$ cat config.mk
export PLATFORM = sky130hd
export DESIGN_NAME = mpc_div
export DESIGN_NICKNAME = d
export VERILOG_FILES = /design/src/mpc_pkg.sv /design/src/mpc_div.sv
export SDC_FILE = /design/constraint.sdc
export NUM_CORES = 1
export LEC_CHECK = 0
export ABC_AREA = 0
export BUFFER_PORTS_ARGS = -buffer_cell sky130_fd_sc_hd__buf_2
export CAP_MARGIN = 25
export CORE_MARGIN = 10
export CORE_UTILIZATION = 60
export DETAILED_ROUTE_END_ITERATION = 10
export GPL_ROUTABILITY_DRIVEN = 0
export PLACE_DENSITY = 0.78
export SYNTH_ARGS = -nofsm -noshare
export SYNTH_HDL_FRONTEND = slang
export SYNTH_SLANG_ARGS = --single-unit
$ cat constraint.sdc
create_clock -name clk -period 12.3 [get_ports clk]
set_input_delay 1.845 -clock clk [delete_from_list [all_inputs] [get_ports clk]]
set_output_delay 1.845 -clock clk [all_outputs]
set_load 0.02 [all_outputs]
$ cat src/mpc_pkg.sv
// ----------------------------------------------------------------------------
// mpc_pkg: shared constants, types and helpers for the pixel colouriser
// image geometry, fixed-point format and saturation used by every file
// ----------------------------------------------------------------------------
package mpc_pkg;

  // image geometry and iteration limit
  localparam int IMAGE_WIDTH    = 500;
  localparam int IMAGE_HEIGHT   = 400;
  localparam int MAX_ITERATIONS = 255;

  // field widths
  localparam int COL_W   = 9;
  localparam int ROW_W   = 9;
  localparam int ZOOM_W  = 8;
  localparam int COLOR_W = 24;
  localparam int COUNT_W = 8;

  // fixed-point format: signed q6.26 in 32 bits
  localparam int FRAC_BITS = 26;
  localparam int Q_W       = 32;
  localparam int PROD_W    = 2 * Q_W;
  // widened value for sums of shifted products (|value| below 2^38)
  localparam int WIDE_W    = 40;

  // coordinate mapping: offset * zoom, then << FRAC_BITS and / IMAGE_WIDTH
  localparam int OFS_W  = 13;                    // pixel minus half size, signed
  localparam int PIX_W  = OFS_W + ZOOM_W;        // signed product
  localparam int MAG_W  = PIX_W - 1;             // its magnitude
  localparam int REM_W  = $clog2(IMAGE_WIDTH);

  // division by the width through reciprocals: whole part of magnitude / width,
  // then the fraction bits from the remainder
  localparam int HI_W   = MAG_W - REM_W + 1;            // whole quotient bits
  localparam int QUO_W  = HI_W + FRAC_BITS;             // full quotient bits
  localparam int HI_SH  = MAG_W + REM_W;
  localparam int HIM_W  = MAG_W + 1;
  localparam int HIP_W  = MAG_W + HIM_W;
  localparam int LO_SH  = REM_W + FRAC_BITS + REM_W;
  localparam int LOM_W  = REM_W + FRAC_BITS + 1;
  localparam int LOP_W  = REM_W + LOM_W;

  localparam logic [HIM_W-1:0] HI_RECIP =
    HIM_W'(((64'd1 << HI_SH) + 64'(IMAGE_WIDTH) - 64'd1) / 64'(IMAGE_WIDTH));
  localparam logic [LOM_W-1:0] LO_RECIP =
    LOM_W'(((64'd1 << LO_SH) + 64'(IMAGE_WIDTH) - 64'd1) / 64'(IMAGE_WIDTH));

  localparam logic [OFS_W-1:0] HALF_WIDTH  = OFS_W'(IMAGE_WIDTH / 2);
  localparam logic [OFS_W-1:0] HALF_HEIGHT = OFS_W'(IMAGE_HEIGHT / 2);

  // escape threshold 4.0
  localparam logic signed [WIDE_W-1:0] ESCAPE_LIMIT = WIDE_W'(4) <<< FRAC_BITS;

  // colour weights per iteration
  localparam logic [7:0] RED_STEP   = 8'd150;
  localparam logic [7:0] GREEN_STEP = 8'd50;
  localparam logic [7:0] BLUE_STEP  = 8'd25;

  localparam logic signed [ZOOM_W-1:0] ZOOM_RESET = ZOOM_W'(3);

  typedef logic signed [Q_W-1:0]    q_t;
  typedef logic signed [WIDE_W-1:0] wide_t;

  localparam q_t Q_MAX = {1'b0, {(Q_W-1){1'b1}}};
  localparam q_t Q_MIN = {1'b1, {(Q_W-1){1'b0}}};

  // clamp a widened value to the q6.26 range
  function automatic q_t sat_q(input wide_t v);
    q_t res;
    if (v[WIDE_W-1:Q_W-1] == '0 || v[WIDE_W-1:Q_W-1] == '1) begin
      res = v[Q_W-1:0];
    end else if (v[WIDE_W-1]) begin
      res = Q_MIN;
    end else begin
      res = Q_MAX;
    end
    return res;
  endfunction

  // floor of a full product shifted down by the fraction bits, widened
  function automatic wide_t shift_prod(input logic signed [PROD_W-1:0] p);
    logic signed [PROD_W-FRAC_BITS-1:0] s;
    s = p[PROD_W-1:FRAC_BITS];
    return WIDE_W'(s);
  endfunction

endpackage

$ cat src/mpc_div.sv
// ----------------------------------------------------------------------------
// mpc_div: coordinate divider
// (magnitude << frac) / image width by reciprocal products for the whole part,
// the remainder and its fraction, signed and clamped
// ----------------------------------------------------------------------------
module mpc_div (
  input  logic                      clk,
  input  logic                      rst_n,
  input  logic                      start,
  input  logic                      neg,
  input  logic [mpc_pkg::MAG_W-1:0] mag,
  output logic                      busy,
  output mpc_pkg::q_t               coord
);
  import mpc_pkg::*;

  typedef enum logic [1:0] {
    ST_IDLE,
    ST_HI,
    ST_REM,
    ST_LO
  } step_t;

  step_t             step_r;
  logic [MAG_W-1:0]  mag_r;
  logic              neg_r;
  logic [HI_W-1:0]   hi_r;
  logic [REM_W-1:0]  rem_r;
  logic [FRAC_BITS-1:0] lo_r;

  logic [HIP_W-1:0]  hi_prod;
  logic [HI_W-1:0]   hi_nxt;
  logic [MAG_W-1:0]  whole;
  logic [REM_W-1:0]  rem_nxt;
  logic [LOP_W-1:0]  lo_prod;
  logic [FRAC_BITS-1:0] lo_nxt;
  logic [QUO_W-1:0]  quo;

  // whole part, remainder below the width, then the fraction of the remainder
  always_comb begin
    hi_prod = HIP_W'(mag_r) * HIP_W'(HI_RECIP);
    hi_nxt  = hi_prod[HI_SH +: HI_W];
    whole   = MAG_W'(hi_r) * MAG_W'(IMAGE_WIDTH);
    rem_nxt = REM_W'(mag_r - whole);
    lo_prod = LOP_W'(rem_r) * LOP_W'(LO_RECIP);
    lo_nxt  = lo_prod[(LO_SH - FRAC_BITS) +: FRAC_BITS];
  end

  always_ff @(posedge clk) begin
    if (!rst_n) begin
      step_r <= ST_IDLE;
    end else begin
      case (step_r)
        ST_IDLE: begin
          if (start) begin
            mag_r  <= mag;
            neg_r  <= neg;
            step_r <= ST_HI;
          end
        end
        ST_HI: begin
          hi_r   <= hi_nxt;
          step_r <= ST_REM;
        end
        ST_REM: begin
          rem_r  <= rem_nxt;
          step_r <= ST_LO;
        end
        ST_LO: begin
          lo_r   <= lo_nxt;
          step_r <= ST_IDLE;
        end
        default: begin
          step_r <= ST_IDLE;
        end
      endcase
    end
  end

  assign quo = {hi_r, lo_r};

  // quotient truncated towards zero, sign applied, clamped to q6.26
  always_comb begin
    if (neg_r) begin
      if (quo > {{(QUO_W-Q_W){1'b0}}, 1'b1, {(Q_W-1){1'b0}}}) begin
        coord = Q_MIN;
      end else begin
        coord = -q_t'(quo[Q_W-1:0]);
      end
    end else begin
      if (quo[QUO_W-1:Q_W-1] != '0) begin
        coord = Q_MAX;
      end else begin
        coord = q_t'(quo[Q_W-1:0]);
      end
    end
  end

  assign busy = (step_r != ST_IDLE);

endmodule

==> results by group <==
Outcome
  – Status: finished, final reports clean

Setup path
  – Startpoint types: flip-flop
  – Crit-path max FO: 8
  – CP peak stage delay: 0.61 ns
  – R2R cell count: 21
  – Critical-path top delay cell: edfxtp_1
  – CP Data Required Time: 12.40 ns
  – Buf/Inv on CP: 4
  – FF-to-FF End: hi_r[9]
  – Top delay family on crit path: adder cells
  – WP data arrival: 6.61 ns
  – Cells along the critical path: ha_1 > ha_1 > inv_1 > fa_1 > fa_1 > inv_1 > fa_1 > fa_1 > inv_1 > fa_1 > inv_1 > ha_1 > and4_1 > nand4_1 > nor2_1 > o2bb2ai_1 > o311ai_1 > o211a_1 > o31ai_1 > a21oi_1 > xnor2_1
  – Endpoint class of the critical path: flip-flop
  – R2R Path Start: mag_r[3]
  – CP Class: reg2reg
  – Most common cell on crit path: fa_1
  – R2R setup slack: 5.78 ns

Worst hold path
  – Worst Hold End: step_r[0]
  – Hold Crit Start: step_r[0]
  – Worst hold path type: reg2reg
  – Hold path depth: 2

STA
  – Relative slew slack: 0.3144
  – Setup Skew: 0.01750 ns
  – Final count of hold timing violations: 0
  – Crit path time final: 6.516 ns
  – # setup viols final: 0
  – Peak Freq: 153.5 MHz
  – Final worst-path cycle share: 0.5298
  – RSZ-0062 raised after global routing: no
  – Max-slew violation count: 0
  – Worst-Margin Slew: 1.028 ns
  – Sum of negative setup slack: 0 ns

Logic synthesis
  – Largest cells by area after synthesis: ha_1 29%, fa_1 25%, edfxtp_1 16%
  – Async SR Flop Fraction: 0
  – Main synth FF type: edfxtp_1
  – Mapped Area: 12730 um^2
  – Yosys cell types: 66
  – Mapped Avg Cell Area: 10.07 um^2
  – Area share of the leading cell type in the synthesized netlist: 0.2889
  – Most frequent cells after synthesis: 339 x inv_1, 294 x ha_1, 156 x fa_1
  – Yosys reg bits: 70
  – Number of synthesized flops with an enable pin: 68
  – Synth warn: 0
  – Area leader, netlist: ha_1
  – Post-synthesis cell count: 1264
  – Sequential area share after synthesis: 0.1635
  – Most numerous cell in the Yosys netlist: inv_1
  – Post-synth net total: 1738

Routing
  – Initial DRC count: 669
  – Avg WL per Cell: 18.30 um
  – Via count: 9114
  – Routed WL: 29.31 mm
  – DRC viols: 0
  – Post-route antenna net violation count: 0
  – Vias/cell: 5.689
  – Initial DRT Pass Iterations: 5

Global routing
  – Global route overflow: 0
  – GRT Util Overall: 0.2161
  – Global route hottest layer: met2
  – Vias in the first global route: 9798
  – First-pass GRT wire length: 48.97 mm
  – Largest net degree at the start of global routing: 34
  – Met3 Use GR: 0.03478
  – Initial antenna violation count: 1
  – Met2 Use GR: 0.3837
  – M1 GR Usage: 0.2609

Clocking
  – Hold_buf cts: 0
  – Clk sinks: 70
  – Post-CTS setup buffer count: 0
  – Max H-tree Level: 3
  – Clk slew on worst S/H paths: 0.06 ns
  – CTS root buf: clkbuf_16
  – Buffer levels on the longest clock path: 2
  – CTS Buf Count: 9
  – Cts repair resizes: 0
  – CTS tree: done
  – Clock latency on the worst-skew pair: 0.35 ns

Floorplanning
  – Initial Util: 0.6075
  – Row count: 53
  – Die width: 165.7 um
  – Die area: 27440 um^2
  – Core region area: 20960 um^2
  – # IOs: 57
  – Chip Height: 165.7 um

Finish
  – FILL cells: 1650
  – Final nets: 1795
  – Register area: 2082 um^2
  – Layout cell share with drive strength beyond 1: 0.06486
  – Area Overhead vs Synth: 7.312%
  – Area occupied by multi-input gates: 9323 um^2

Flow run
  – Max Cap Viol: 0

Placed design
  – Buffers on Ports: 56
  – Post-DP HPWL: 24.86 mm
## worst reg2reg max path, stage by stage, from the launching register on
cell       delay, ns
edfxtp_1        0.61
ha_1            0.41
ha_1            0.19
inv_1           0.07
fa_1            0.46
fa_1            0.49
inv_1           0.05
fa_1            0.46
fa_1            0.54
inv_1           0.06
fa_1            0.50
inv_1           0.04
ha_1            0.29
and4_1          0.23
nand4_1         0.16
nor2_1          0.16
o2bb2ai_1       0.21
o311ai_1        0.23
o211a_1         0.27
o31ai_1         0.51
a21oi_1         0.18
xnor2_1         0.15
## cell type report
type / count / share of cell area
tap: 275 / 0.02519
antenna: 1 / 0.0001832
inverter: 339 / 0.09314
multi-input combinational: 843 / 0.6824
clock buffer: 10 / 0.01676
sequential: 70 / 0.1524
timing repair buffer: 58 / 0.02308
clock inverter: 6 / 0.006869
## how the worst max path moves through the flow
stage | from | endpoint | slack, ns | cells after the start
final | mag_r[3] | hi_r[9] | 5.78 | 21
after global routing | mag_r[3] | hi_r[11] | 5.42 | 21
after CTS | mag_r[3] | hi_r[9] | 5.83 | 21
after detailed placement | mag_r[3] | hi_r[9] | 5.89 | 21
after global placement | mag_r[3] | hi_r[9] | 6.02 | 20
after floorplan | mag_r[3] | hi_r[9] | 6.64 | 21
## cells by family (layout without fill, tap and decap cells)
kind of cell	Yosys count	in the layout	synth area share
AO/OA/AOI/OAI	171	171	0.09209
AND/OR/NAND/NOR	179	179	0.07636
adder cells (fa/ha/maj)	450	450	0.5343
flip-flops	70	70	0.1635
other	0	1	0
XOR/XNOR	43	43	0.02958
buffers and inverters	351	413	0.1042
## layer usage
layer,vias up,wire (um)
li1,4332,-
met4,0,771
met1,4447,12140
met3,54,1431
met2,281,14970
met5,-,0
## through the flow
step                      setup WS, ns  hold slack, ns  cell area [um^2]  cells  utilization
after floorplan                  6.642          0.5182             12730   1264            -
after CTS                        5.834          0.5590             13660   1601       0.6518
final                            5.784          0.5535             13660   1602       0.6520
after global placement           6.025          0.5417             13310   1584       0.6351
after detailed placement         5.890          0.5509             13340   1585       0.6364
after global routing             5.422          0.6081             13660   1602       0.6520
## flip-flops by register name, summed over array words and instances (netlist names)
name,count
mag_r,20
hi_r,12
rem_r,9
lo_r,26
neg_r,1
step_r,2
## cells in the final DEF, fill, tap and decap left out, types with 5 or more instances in the layout
cell and count:
o21ai_1 10, nor2_1 36, xor2_1 14, ha_1 294, o21ai_0 33, a21oi_1 31
nand3_1 17, or3_1 11, clkbuf_16 9, nand4_1 10, xnor2_1 29, fa_1 156
buf_2 56, edfxtp_1 68, a21o_1 22, nor2b_1 8, o311ai_1 23, a21boi_0 5
nand2b_1 6, nor3_1 19, nand2_1 40, inv_1 339
Power is left out: the tool's default activity adds up to more than one toggle a clock period on the data nets, which glitch-free logic cannot reach.
